File: src/rtl/msp_pkg.sv
// Package with shared constants, types and a function of the MIDI stream parser.
`default_nettype none
package msp_pkg;
   localparam int BUF_DEPTH = 32;
   localparam int ADDR_W = $clog2(BUF_DEPTH);
   localparam int CNT_W = $clog2(BUF_DEPTH + 1);
   localparam int CSR_IDX_W = 2;
   localparam int CSR_DATA_W = 6;

   localparam logic [CSR_IDX_W-1:0] REG_RUNNING_STATUS = 2'd0;
   localparam logic [CSR_IDX_W-1:0] REG_PARAM_TRACKING = 2'd1;
   localparam logic [CSR_IDX_W-1:0] REG_DISCARD_REPORT = 2'd2;
   localparam logic [CSR_IDX_W-1:0] REG_MAX_LENGTH = 2'd3;

   localparam logic [1:0] KIND_MESSAGE = 2'd0;
   localparam logic [1:0] KIND_DISCARD = 2'd1;
   localparam logic [1:0] KIND_EVENT = 2'd2;

   localparam logic [1:0] ACTION_SET = 2'd0;
   localparam logic [1:0] ACTION_INC = 2'd1;
   localparam logic [1:0] ACTION_DEC = 2'd2;

   localparam logic [7:0] CC_DATA_MSB = 8'd6;
   localparam logic [7:0] CC_DATA_LSB = 8'd38;
   localparam logic [7:0] CC_INC = 8'd96;
   localparam logic [7:0] CC_DEC = 8'd97;
   localparam logic [7:0] CC_NRPN_LSB = 8'd98;
   localparam logic [7:0] CC_NRPN_MSB = 8'd99;
   localparam logic [7:0] CC_RPN_LSB = 8'd100;
   localparam logic [7:0] CC_RPN_MSB = 8'd101;

   localparam logic [7:0] SYSEX_START = 8'hF0;
   localparam logic [7:0] SYSEX_END = 8'hF7;
   localparam logic [7:0] REALTIME_FIRST = 8'hF8;
   localparam logic [3:0] STATUS_CC = 4'hB;

   typedef enum logic [1:0] {
      CMD_SINGLE,
      CMD_RUN,
      CMD_EVENT
   } cmd_op_type;

   typedef struct packed {
      cmd_op_type       op;
      logic [1:0]       kind;
      logic [7:0]       byte_value;
      logic [CNT_W-1:0] count;
      logic [3:0]       event_channel;
      logic             event_type;
      logic [1:0]       event_action;
      logic [13:0]      event_parameter;
      logic [13:0]      event_value;
   } cmd_type;

   typedef struct packed {
      logic             read_en;
      logic [ADDR_W-1:0] read_addr;
   } buf_read_type;

   typedef enum logic [1:0] {
      F_IDLE,
      F_STORE,
      F_FINISH
   } front_state_type;

   typedef enum logic [1:0] {
      B_IDLE,
      B_READ,
      B_DATA
   } back_state_type;

   function automatic logic [1:0] needed_length(input logic [7:0] s);
      logic [1:0] n;
      n = 2'd0;
      if (s >= 8'h80 && s <= 8'hBF) n = 2'd3;
      else if (s >= 8'hC0 && s <= 8'hDF) n = 2'd2;
      else if (s >= 8'hE0 && s <= 8'hEF) n = 2'd3;
      else if (s == 8'hF1 || s == 8'hF3) n = 2'd2;
      else if (s == 8'hF2) n = 2'd3;
      else if (s == 8'hF6) n = 2'd1;
      return n;
   endfunction
endpackage
`default_nettype wire

File: src/rtl/msp_cmd_fifo.sv
// Two-entry command queue between the parser front and the result back end.
`default_nettype none
module msp_cmd_fifo (
   input  wire logic            clock,
   input  wire logic            reset,
   input  wire logic            push,
   input  wire msp_pkg::cmd_type push_cmd,
   input  wire logic            pop,
   output logic                 empty,
   output msp_pkg::cmd_type     head
);
   msp_pkg::cmd_type slot_ff [2];
   logic       wr_ptr_ff, wr_ptr_in;
   logic       rd_ptr_ff, rd_ptr_in;
   logic [1:0] count_ff, count_in;

   always_comb begin
      wr_ptr_in = push ? ~wr_ptr_ff : wr_ptr_ff;
      rd_ptr_in = (pop && !empty) ? ~rd_ptr_ff : rd_ptr_ff;
      count_in = count_ff + {1'b0, push} - {1'b0, pop && !empty};
   end

   assign empty = (count_ff == 2'd0);
   assign head = slot_ff[rd_ptr_ff];

   always_ff @(posedge clock) begin
      if (reset) begin
         wr_ptr_ff <= 1'b0;
         rd_ptr_ff <= 1'b0;
         count_ff <= 2'd0;
      end else begin
         wr_ptr_ff <= wr_ptr_in;
         rd_ptr_ff <= rd_ptr_in;
         count_ff <= count_in;
      end
   end

   always_ff @(posedge clock) begin
      if (push) begin
         slot_ff[wr_ptr_ff] <= push_cmd;
      end
   end

   a_no_overflow: assert property (@(posedge clock) disable iff (reset)
      push |-> (count_ff != 2'd2 || pop))
      else $error("command queue overflow");
endmodule
`default_nettype wire

File: src/rtl/msp_front.sv
// Parser front end: framing, message buffer, parameter tracker and configuration registers.
`default_nettype none
module msp_front (
   input  wire logic                           clock,
   input  wire logic                           reset,
   input  wire logic                           push,
   output logic                                full,
   input  wire logic [7:0]                     data_byte,
   input  wire logic                           csr_write,
   input  wire logic [msp_pkg::CSR_IDX_W-1:0]  csr_index,
   input  wire logic [msp_pkg::CSR_DATA_W-1:0] csr_data,
   input  wire logic                           drained,
   output logic                                cmd_push,
   output msp_pkg::cmd_type                    cmd,
   input  wire msp_pkg::buf_read_type          rd_req,
   output logic [7:0]                          rd_data
);
   logic [7:0] mem [msp_pkg::BUF_DEPTH];
   logic [7:0] rd_data_ff;

   msp_pkg::front_state_type state_ff, state_in;
   logic [msp_pkg::CNT_W-1:0] held_ff, held_in;
   logic [msp_pkg::CNT_W-1:0] run_cnt_ff, run_cnt_in;
   logic [7:0] byte_ff, byte_in;
   logic [7:0] buf0_ff, buf0_in;
   logic [7:0] buf1_ff, buf1_in;
   logic [1:0] phase_ff, phase_in;
   logic       pkind_ff, pkind_in;
   logic [3:0] pchan_ff, pchan_in;
   logic [13:0] pnum_ff, pnum_in;
   logic [13:0] pval_ff, pval_in;
   logic       rs_en_ff, trk_en_ff, disc_en_ff;
   logic [5:0] max_len_ff;

   logic       wr_en;
   logic [msp_pkg::ADDR_W-1:0] wr_addr;
   logic [7:0] wr_data;
   logic       accept;
   logic [msp_pkg::CNT_W-1:0] lim;
   logic [msp_pkg::CNT_W-1:0] held_next;
   logic [7:0] st0;
   logic [1:0] need;
   logic       complete;
   logic       can_store;
   logic [7:0] cc_num;
   logic       is_sel;
   logic       tracked;
   logic       sel_kind;
   logic [13:0] shifted;

   assign full = !(state_ff == msp_pkg::F_IDLE && drained);
   assign accept = push && !full;
   assign rd_data = rd_data_ff;

   always_comb begin
      if (max_len_ff > 6'(msp_pkg::BUF_DEPTH)) lim = msp_pkg::CNT_W'(msp_pkg::BUF_DEPTH);
      else if (max_len_ff < 6'd3) lim = msp_pkg::CNT_W'(3);
      else lim = msp_pkg::CNT_W'(max_len_ff);
   end

   always_comb begin
      can_store = held_ff < msp_pkg::CNT_W'(msp_pkg::BUF_DEPTH);
      held_next = can_store ? held_ff + 1'b1 : held_ff;
      st0 = (held_ff == '0) ? byte_ff : buf0_ff;
      need = msp_pkg::needed_length(st0);
      complete = (need != 2'd0) && (held_next == msp_pkg::CNT_W'(need));
      cc_num = buf1_ff;
      is_sel = cc_num == msp_pkg::CC_NRPN_MSB || cc_num == msp_pkg::CC_NRPN_LSB ||
               cc_num == msp_pkg::CC_RPN_MSB || cc_num == msp_pkg::CC_RPN_LSB;
      tracked = is_sel || cc_num == msp_pkg::CC_DATA_MSB || cc_num == msp_pkg::CC_DATA_LSB ||
                cc_num == msp_pkg::CC_INC || cc_num == msp_pkg::CC_DEC;
      sel_kind = cc_num == msp_pkg::CC_RPN_MSB || cc_num == msp_pkg::CC_RPN_LSB;
      if (cc_num == msp_pkg::CC_NRPN_MSB || cc_num == msp_pkg::CC_RPN_MSB ||
          cc_num == msp_pkg::CC_DATA_MSB) begin
         shifted = {byte_ff[6:0], 7'd0};
      end else begin
         shifted = {6'd0, byte_ff};
      end
   end

   always_comb begin
      state_in = state_ff;
      held_in = held_ff;
      run_cnt_in = run_cnt_ff;
      byte_in = byte_ff;
      buf0_in = buf0_ff;
      buf1_in = buf1_ff;
      phase_in = phase_ff;
      pkind_in = pkind_ff;
      pchan_in = pchan_ff;
      pnum_in = pnum_ff;
      pval_in = pval_ff;
      wr_en = 1'b0;
      wr_addr = held_ff[msp_pkg::ADDR_W-1:0];
      wr_data = byte_ff;
      cmd_push = 1'b0;
      cmd = '0;
      cmd.op = msp_pkg::CMD_SINGLE;
      case (state_ff)
         msp_pkg::F_IDLE: begin
            if (accept) begin
               byte_in = data_byte;
               if (data_byte >= msp_pkg::REALTIME_FIRST) begin
                  cmd_push = 1'b1;
                  cmd.kind = msp_pkg::KIND_MESSAGE;
                  cmd.byte_value = data_byte;
               end else if (held_ff == '0 && !data_byte[7]) begin
                  if (rs_en_ff && buf0_ff >= 8'h80 && buf0_ff <= 8'hEF) begin
                     held_in = msp_pkg::CNT_W'(1);
                     state_in = msp_pkg::F_STORE;
                  end else if (disc_en_ff) begin
                     cmd_push = 1'b1;
                     cmd.kind = msp_pkg::KIND_DISCARD;
                     cmd.byte_value = data_byte;
                  end
               end else if (held_ff != '0 && data_byte[7]) begin
                  held_in = '0;
                  state_in = msp_pkg::F_STORE;
                  if (buf0_ff == msp_pkg::SYSEX_START) begin
                     wr_en = can_store;
                     wr_data = msp_pkg::SYSEX_END;
                     cmd_push = 1'b1;
                     cmd.op = msp_pkg::CMD_RUN;
                     cmd.kind = msp_pkg::KIND_MESSAGE;
                     cmd.count = held_next;
                     if (data_byte == msp_pkg::SYSEX_END) begin
                        state_in = msp_pkg::F_IDLE;
                     end
                  end else if (disc_en_ff) begin
                     cmd_push = 1'b1;
                     cmd.op = msp_pkg::CMD_RUN;
                     cmd.kind = msp_pkg::KIND_DISCARD;
                     cmd.count = held_ff;
                  end
               end else begin
                  state_in = msp_pkg::F_STORE;
               end
            end
         end
         msp_pkg::F_STORE: begin
            if (drained) begin
               wr_en = can_store;
               held_in = held_next;
               if (held_ff == '0) buf0_in = byte_ff;
               if (held_ff == msp_pkg::CNT_W'(1)) buf1_in = byte_ff;
               state_in = msp_pkg::F_IDLE;
               if (complete) begin
                  held_in = '0;
                  run_cnt_in = held_next;
                  cmd.op = msp_pkg::CMD_RUN;
                  cmd.kind = msp_pkg::KIND_MESSAGE;
                  cmd.count = held_next;
                  cmd_push = 1'b1;
                  if (trk_en_ff && st0[7:4] == msp_pkg::STATUS_CC && tracked) begin
                     cmd.op = msp_pkg::CMD_EVENT;
                     cmd.kind = msp_pkg::KIND_EVENT;
                     cmd.count = '0;
                     cmd.event_channel = pchan_ff;
                     cmd.event_type = pkind_ff;
                     cmd.event_parameter = pnum_ff;
                     cmd.event_value = {6'd0, byte_ff};
                     cmd_push = 1'b0;
                     state_in = msp_pkg::F_FINISH;
                     if (phase_ff == 2'd0) begin
                        if (is_sel) begin
                           pkind_in = sel_kind;
                           pchan_in = st0[3:0];
                           pnum_in = shifted;
                           phase_in = 2'd1;
                        end
                     end else if (pchan_ff != st0[3:0]) begin
                        phase_in = 2'd0;
                     end else if (phase_ff == 2'd1) begin
                        if (is_sel && sel_kind == pkind_ff) begin
                           pnum_in = pnum_ff | shifted;
                           phase_in = 2'd2;
                        end else begin
                           phase_in = 2'd0;
                        end
                     end else if (phase_ff == 2'd2) begin
                        phase_in = 2'd0;
                        if (cc_num == msp_pkg::CC_DATA_MSB || cc_num == msp_pkg::CC_DATA_LSB) begin
                           pval_in = shifted;
                           phase_in = 2'd3;
                        end else if (cc_num == msp_pkg::CC_INC) begin
                           cmd_push = 1'b1;
                           cmd.event_action = msp_pkg::ACTION_INC;
                        end else if (cc_num == msp_pkg::CC_DEC) begin
                           cmd_push = 1'b1;
                           cmd.event_action = msp_pkg::ACTION_DEC;
                        end
                     end else begin
                        phase_in = 2'd0;
                        if (cc_num == msp_pkg::CC_DATA_MSB || cc_num == msp_pkg::CC_DATA_LSB) begin
                           pval_in = pval_ff | shifted;
                           cmd_push = 1'b1;
                           cmd.event_action = msp_pkg::ACTION_SET;
                           cmd.event_value = pval_ff | shifted;
                        end
                     end
                  end
               end else if (held_next >= lim) begin
                  held_in = '0;
                  if (disc_en_ff) begin
                     cmd_push = 1'b1;
                     cmd.op = msp_pkg::CMD_RUN;
                     cmd.kind = msp_pkg::KIND_DISCARD;
                     cmd.count = held_next;
                  end
               end
            end
         end
         msp_pkg::F_FINISH: begin
            cmd_push = 1'b1;
            cmd.op = msp_pkg::CMD_RUN;
            cmd.kind = msp_pkg::KIND_MESSAGE;
            cmd.count = run_cnt_ff;
            state_in = msp_pkg::F_IDLE;
         end
         default: begin
            state_in = msp_pkg::F_IDLE;
         end
      endcase
   end

   always_ff @(posedge clock) begin
      if (reset) begin
         state_ff <= msp_pkg::F_IDLE;
         held_ff <= '0;
         buf0_ff <= '0;
         phase_ff <= 2'd0;
         pkind_ff <= 1'b0;
         pchan_ff <= 4'd0;
         pnum_ff <= 14'd0;
         pval_ff <= 14'd0;
         rs_en_ff <= 1'b0;
         trk_en_ff <= 1'b0;
         disc_en_ff <= 1'b0;
         max_len_ff <= 6'd32;
      end else begin
         state_ff <= state_in;
         held_ff <= held_in;
         buf0_ff <= buf0_in;
         phase_ff <= phase_in;
         pkind_ff <= pkind_in;
         pchan_ff <= pchan_in;
         pnum_ff <= pnum_in;
         pval_ff <= pval_in;
         if (csr_write) begin
            case (csr_index)
               msp_pkg::REG_RUNNING_STATUS: rs_en_ff <= csr_data[0];
               msp_pkg::REG_PARAM_TRACKING: trk_en_ff <= csr_data[0];
               msp_pkg::REG_DISCARD_REPORT: disc_en_ff <= csr_data[0];
               msp_pkg::REG_MAX_LENGTH: max_len_ff <= csr_data;
               default: begin
               end
            endcase
         end
      end
   end

   always_ff @(posedge clock) begin
      byte_ff <= byte_in;
      buf1_ff <= buf1_in;
      run_cnt_ff <= run_cnt_in;
   end

   always_ff @(posedge clock) begin
      if (wr_en) begin
         mem[wr_addr] <= wr_data;
      end
      if (rd_req.read_en) begin
         rd_data_ff <= mem[rd_req.read_addr];
      end
   end
endmodule
`default_nettype wire

File: src/rtl/msp_back.sv
// Result back end: executes queued commands and holds the result register.
`default_nettype none
module msp_back (
   input  wire logic                 clock,
   input  wire logic                 reset,
   input  wire logic                 cmd_empty,
   input  wire msp_pkg::cmd_type     cmd,
   output logic                      cmd_pop,
   output logic                      idle,
   output msp_pkg::buf_read_type     rd_req,
   input  wire logic [7:0]           rd_data,
   output logic                      empty,
   input  wire logic                 pop,
   output logic [1:0]                kind,
   output logic [7:0]                byte_value,
   output logic                      last,
   output logic [3:0]                event_channel,
   output logic                      event_type,
   output logic [1:0]                event_action,
   output logic [13:0]               event_parameter,
   output logic [13:0]               event_value
);
   msp_pkg::back_state_type state_ff, state_in;
   logic [msp_pkg::CNT_W-1:0] idx_ff, idx_in;
   logic [msp_pkg::CNT_W-1:0] cnt_ff, cnt_in;
   logic [1:0] run_kind_ff, run_kind_in;
   logic       valid_ff, valid_in;
   msp_pkg::cmd_type out_ff, out_in;
   logic       last_ff, last_in;
   logic       out_free;
   logic       run_last;

   assign out_free = !valid_ff || pop;
   assign idle = (state_ff == msp_pkg::B_IDLE);
   assign run_last = (idx_ff + 1'b1) == cnt_ff;
   assign rd_req.read_en = (state_ff == msp_pkg::B_READ);
   assign rd_req.read_addr = idx_ff[msp_pkg::ADDR_W-1:0];

   always_comb begin
      state_in = state_ff;
      idx_in = idx_ff;
      cnt_in = cnt_ff;
      run_kind_in = run_kind_ff;
      valid_in = valid_ff && !pop;
      out_in = out_ff;
      last_in = last_ff;
      cmd_pop = 1'b0;
      case (state_ff)
         msp_pkg::B_IDLE: begin
            if (!cmd_empty) begin
               if (cmd.op == msp_pkg::CMD_RUN) begin
                  cmd_pop = 1'b1;
                  idx_in = '0;
                  cnt_in = cmd.count;
                  run_kind_in = cmd.kind;
                  state_in = msp_pkg::B_READ;
               end else if (out_free) begin
                  cmd_pop = 1'b1;
                  valid_in = 1'b1;
                  out_in = cmd;
                  last_in = (cmd.op == msp_pkg::CMD_SINGLE);
               end
            end
         end
         msp_pkg::B_READ: begin
            state_in = msp_pkg::B_DATA;
         end
         msp_pkg::B_DATA: begin
            if (out_free) begin
               valid_in = 1'b1;
               out_in = '0;
               out_in.kind = run_kind_ff;
               out_in.byte_value = rd_data;
               last_in = run_last;
               idx_in = idx_ff + 1'b1;
               state_in = run_last ? msp_pkg::B_IDLE : msp_pkg::B_READ;
            end
         end
         default: begin
            state_in = msp_pkg::B_IDLE;
         end
      endcase
   end

   always_ff @(posedge clock) begin
      if (reset) begin
         state_ff <= msp_pkg::B_IDLE;
         valid_ff <= 1'b0;
      end else begin
         state_ff <= state_in;
         valid_ff <= valid_in;
      end
   end

   always_ff @(posedge clock) begin
      idx_ff <= idx_in;
      cnt_ff <= cnt_in;
      run_kind_ff <= run_kind_in;
      out_ff <= out_in;
      last_ff <= last_in;
   end

   assign empty = !valid_ff;
   assign kind = out_ff.kind;
   assign byte_value = out_ff.byte_value;
   assign last = last_ff;
   assign event_channel = out_ff.event_channel;
   assign event_type = out_ff.event_type;
   assign event_action = out_ff.event_action;
   assign event_parameter = out_ff.event_parameter;
   assign event_value = out_ff.event_value;

   a_run_nonzero: assert property (@(posedge clock) disable iff (reset)
      (cmd_pop && cmd.op == msp_pkg::CMD_RUN) |-> cmd.count != '0)
      else $error("empty run command");

   a_index_in_run: assert property (@(posedge clock) disable iff (reset)
      (state_ff == msp_pkg::B_DATA) |-> idx_ff < cnt_ff)
      else $error("run index past count");
endmodule
`default_nettype wire

File: src/rtl/midi_stream_parser_nrpn_core.sv
// Top level of the MIDI byte stream parser with parameter-number event tracking.
// Requests enter through push/full, one received MIDI byte each; results leave
// through empty/pop, one message byte, discarded byte or parameter event each.
// Configuration is written through csr_write/csr_index/csr_data; the user must
// write it only while idle, which the block itself does not enforce. A front
// end frames bytes into a 32-byte message buffer and queues commands; a back
// end turns them into results through a one-entry result register. The front
// takes a new request only once the back end has drained all earlier commands,
// because runs are read from the buffer it writes. A stray byte that is
// dropped leaves the front idle; a stored byte first passes the store state.
// A buffered run leaves byte by byte through the registered buffer read, in a
// read and a data state per byte; single results and events need no such read.
// A real-time byte's result passes the command queue and the result register.
// Reset clears the held count, the tracker and the registers to defaults.
// Without pops, the back end holds and full stays high until it drains.
`default_nettype none
module midi_stream_parser_nrpn_core (
   input  wire logic                           clock,
   input  wire logic                           reset,
   input  wire logic                           push,
   output logic                                full,
   input  wire logic [7:0]                     req_data_byte,
   output logic                                empty,
   input  wire logic                           pop,
   output logic [1:0]                          rsp_kind,
   output logic [7:0]                          rsp_byte_value,
   output logic                                rsp_last,
   output logic [3:0]                          rsp_event_channel,
   output logic                                rsp_event_type,
   output logic [1:0]                          rsp_event_action,
   output logic [13:0]                         rsp_event_parameter,
   output logic [13:0]                         rsp_event_value,
   input  wire logic                           csr_write,
   input  wire logic [msp_pkg::CSR_IDX_W-1:0]  csr_index,
   input  wire logic [msp_pkg::CSR_DATA_W-1:0] csr_data
);
   logic                  cmd_push;
   msp_pkg::cmd_type      cmd_in;
   msp_pkg::cmd_type      cmd_head;
   logic                  cmd_empty;
   logic                  cmd_pop;
   logic                  back_idle;
   logic                  drained;
   msp_pkg::buf_read_type rd_req;
   logic [7:0]            rd_data;

   assign drained = cmd_empty && back_idle;

   msp_front u_front (
      .clock     (clock),
      .reset     (reset),
      .push      (push),
      .full      (full),
      .data_byte (req_data_byte),
      .csr_write (csr_write),
      .csr_index (csr_index),
      .csr_data  (csr_data),
      .drained   (drained),
      .cmd_push  (cmd_push),
      .cmd       (cmd_in),
      .rd_req    (rd_req),
      .rd_data   (rd_data)
   );

   msp_cmd_fifo u_fifo (
      .clock    (clock),
      .reset    (reset),
      .push     (cmd_push),
      .push_cmd (cmd_in),
      .pop      (cmd_pop),
      .empty    (cmd_empty),
      .head     (cmd_head)
   );

   msp_back u_back (
      .clock           (clock),
      .reset           (reset),
      .cmd_empty       (cmd_empty),
      .cmd             (cmd_head),
      .cmd_pop         (cmd_pop),
      .idle            (back_idle),
      .rd_req          (rd_req),
      .rd_data         (rd_data),
      .empty           (empty),
      .pop             (pop),
      .kind            (rsp_kind),
      .byte_value      (rsp_byte_value),
      .last            (rsp_last),
      .event_channel   (rsp_event_channel),
      .event_type      (rsp_event_type),
      .event_action    (rsp_event_action),
      .event_parameter (rsp_event_parameter),
      .event_value     (rsp_event_value)
   );
endmodule
`default_nettype wire
File: config.mk
export PLATFORM = sky130hd
export DESIGN_NAME = midi_stream_parser_nrpn_core
export DESIGN_NICKNAME = d
export VERILOG_FILES = /design/src/rtl/msp_pkg.sv /design/src/rtl/msp_cmd_fifo.sv /design/src/rtl/msp_front.sv /design/src/rtl/msp_back.sv /design/src/rtl/midi_stream_parser_nrpn_core.sv
export SDC_FILE = /design/constraint.sdc
export NUM_CORES = 1
export LEC_CHECK = 0
export ABC_CLOCK_PERIOD_IN_PS = 4850
export BUFFER_PORTS_ARGS = -buffer_cell sky130_fd_sc_hd__buf_4
export CAP_MARGIN = 25
export CORE_ASPECT_RATIO = 1.5
export CORE_MARGIN = 10
export CORE_UTILIZATION = 56
export CTS_CLUSTER_SIZE = 28
export DETAILED_ROUTE_END_ITERATION = 8
export GPL_TIMING_DRIVEN = 0
export PLACE_DENSITY_LB_ADDON = 0.15
export SYNTH_ARGS = -nofsm -noshare
export SYNTH_HDL_FRONTEND = slang
export SYNTH_SLANG_ARGS = --single-unit
File: constraint.sdc
create_clock -name clock -period 4.85 [get_ports clock]
set_input_delay 0.2425 -clock clock [delete_from_list [all_inputs] [get_ports clock]]
set_output_delay 0.2425 -clock clock [all_outputs]
set_load 0.1 [all_outputs]
==> metrics.txt <==
crit path max fanout 30; gr usage total 21.4%; slew margin rel. between 30 and 40%; reg2reg setup slack between 0.3 and 0.4 ns; cell taking the most area after synthesis edfxtp_1; Max IR drop VDD between 0.0005 and 0.0006 V; total number of vias around 13000; area fraction of the dominant cell type after synthesis between 60% and 70%; crit path DAT between 4 and 5 ns; Top Ports just under 70; DP HPWL about 35000 um; drt pass-1 iters 5; Mapped Area ~21000 sq um; final net count 1624; H-tree levels 2; Final Skew slightly above 0.03 ns; Ys Warns 0; Crit Reg-Reg Startpoint u_front.byte_ff[1]; Final Critical Period approximately 4.5 ns; grt total ovfl 0; antenna-violating nets left 0; Reg clk slew, reported paths around 0.060 ns; outcome finished clean; # diodes 0; chip width around 180 um; total clock sinks ~520; leakage power 0.00820 uW; XOR/XNOR Fraction of Synth Area 0.911%; min setup slack post-route just under 0.4 ns; Sum Neg Setup Slack 0 ns; number of synthesized flops with an enable pin 450; Synth area leaders edfxtp_1, dfxtp_1, mux2i_1; Die H ~260 um; Area Growth Syn to Fin 14.6%; post-synthesis mux area share 9.56%; GP Congestion ~0.95; max frequency 224 MHz; max_cap viols 0; worst-margin pin slew between 1 and 1.5 ns; Mean Syn Cell Area 14.6 sq um; R2R Path End u_fifo.slot_ff[0][25]; type of element launching the critical path register; CTS tree done; largest family of logic cells by synthesized area multiplexers; hold slack final between 0.04 and 0.05 ns; full die area between 40000 and 50000 sq um; Syn Nets roughly 1500; Synth Area in Adders less than 1%; CP Capture Type register; worst reg2reg path depth 10; Post-CTS Resized 0; Hold Vio Cnt, Final 0; global-route wire length before repair between 70000 and 80000 um; # rows a little under 90; Synth cell types 70; Max Slew Vio Count 0; Routed Wire Length ~49000 um; sequential area share after synthesis 70.3%; asr flop ratio synth 0%; clock buffer depth 3; crit path to u_fifo.slot_ff[0][25]; clk root buf clkbuf_16; vias in the first global route about 13000; per-cell routed wire length between 20 and 25 um; Final Power 12300 uW; hold buffers post-CTS 14; final core utilization 64.7%; setup-violating endpoint count in the final report 0; Main synth FF type edfxtp_1; Core ar. roughly 37000 sq um; Synth Area in Compound Gates slightly above 7%; port buffer count 67; WP data required just over 5 ns; Setup Fix Bufs, Post-CTS 0; Crit Path Category reg -> reg; Clock Latency Late Sink 0.57 ns; share of layout cells above drive strength 1 a little over an eighth; simple-gate share of the synthesized area just over 9%; Initial Util roughly 56%; antenna violations before repair 0; Post-Syn Instances between 1000 and 1500; unrepaired setup endpoints after global routing false; Iter 0 DRT Violations between 900 and 1000; largest net degree at the start of global routing 33; #FFs+latches synth 518; fin crit share just over 90%; routed vias/inst around 6; pre-CTS setup slack between 0.4 and 0.5 ns; PD cells ~510 nW/um^2; FILL cells roughly 2700; remaining routing DRC violations 0; TritonCTS buffer count 46; Worst Setup SP u_front.byte_ff[1]; worst hold path type in -> reg
## cell families after synthesis
logic type,count (synthesis)
flops,518
simple gates,409
compound gates,214
mux,161
buf+inv,105
xor+xnor,22
fa+ha+maj,15
## power by group
part / total [uW] / internal, uW / leakage [uW] / switching [uW]
logic: 3140 / 784 / 0.00292 / 2360
registers: 5440 / 5310 / 0.00454 / 130
clock network: 3700 / 2140 / 0.000741 / 1550
total: 12300 / 8240 / 0.00820 / 4040
## how the worst min path moves through the flow
| stage | from | to | depth (start not counted) |
|---|---|---|---|
| final | pop | u_back.valid_ff | 4 |
| after global routing | csr_index[0] | u_front.disc_en_ff | 4 |
| after CTS | pop | u_back.valid_ff | 4 |
| after detailed placement | u_front.byte_ff[5] | u_front.buf1_ff[5] | 0 |
| after global placement | u_front.byte_ff[6] | u_front.buf1_ff[6] | 0 |
| after floorplan | req_data_byte[0] | u_front.byte_ff[0] | 0 |
## placed cells by master, fill, tap and decap left out, drive strengths merged, types with 6 or more instances in the layout
master,n
nand2b,11
xnor2,8
clkbuf,122
mux2i,121
a22o,23
bufinv,6
clkinv,15
nand2,94
a32o,12
nor2b,17
edfxtp,450
o21ai,50
dlygate4sd3,14
a22oi,9
buf,102
inv,25
nor2,166
nand3,22
mux2,8
dfxtp,68
ha,15
nor3,12
a2111oi,7
xor2,14
o22ai,10
o221ai,24
nor4,8
and2,25
and3,17
mux4,32
a21oi,45
## state kept, by name, indices dropped and copies added (netlist names), 4 cells and up, named ones only
signal,count
u_front.buf0_ff,8
u_front.max_len_ff,6
u_front.buf1_ff,8
u_front.run_cnt_ff,6
u_front.mem,256
u_front.pval_ff,14
u_back.idx_ff,6
u_front.held_ff,6
u_back.cnt_ff,6
u_front.rd_data,8
u_fifo.slot_ff,104
u_front.pchan_ff,4
u_back.event_channel,4
u_back.byte_value,8
u_back.event_parameter,14
u_back.event_value,14
u_front.byte_ff,8
u_front.pnum_ff,14
## synthesized netlist by cell type (all sizes together), types with 20 or more instances
cell type,n
a21oi,45
a22o,23
and2,25
buf,20
clkbuf,59
dfxtp,68
edfxtp,450
inv,25
mux2i,121
mux4,32
nand2,94
nand3,22
nor2,166
o21ai,50
o221ai,24
## layout make-up
type	instances	area, sq um	share of cell area (%)
multi-input cells	821	5890	24.3
clock buffers	63	1260	5.22
repair buffers	96	911	3.76
flip-flops and latches	518	14900	61.4
inverters	26	98.8	0.408
clock inverters	21	259	1.07
plain buffers	79	325	1.34
well taps	489	612	2.53
## metal layers
metal / share of wire, % / routed length (um) / track usage [%]
met5: 0 / 0 / 0
met4: 4.4 / 2170 / 9.51
met3: 4.8 / 2360 / 2.88
met2: 55 / 27200 / 39.5
met1: 36 / 17700 / 23.9
## worst max-delay path: stages (launching register included)
cell	delay, ns
edfxtp_1	0.44
clkbuf_1	0.52
or3b_2	0.50
a2111oi_0	0.59
a21o_1	0.16
a22oi_1	0.08
o22ai_1	0.40
o211ai_1	0.25
and2_1	0.28
nor2_4	0.63
buf_12	0.29
## stage by stage
step / cells / area (sq um)
floorplan: 1444 / 21200
global placement: 2000 / 22300
detailed placement: 2011 / 22500
CTS: 2109 / 24200
global route: 2113 / 24200
finish: 2113 / 24200
(Power assumes the default switching activity.)
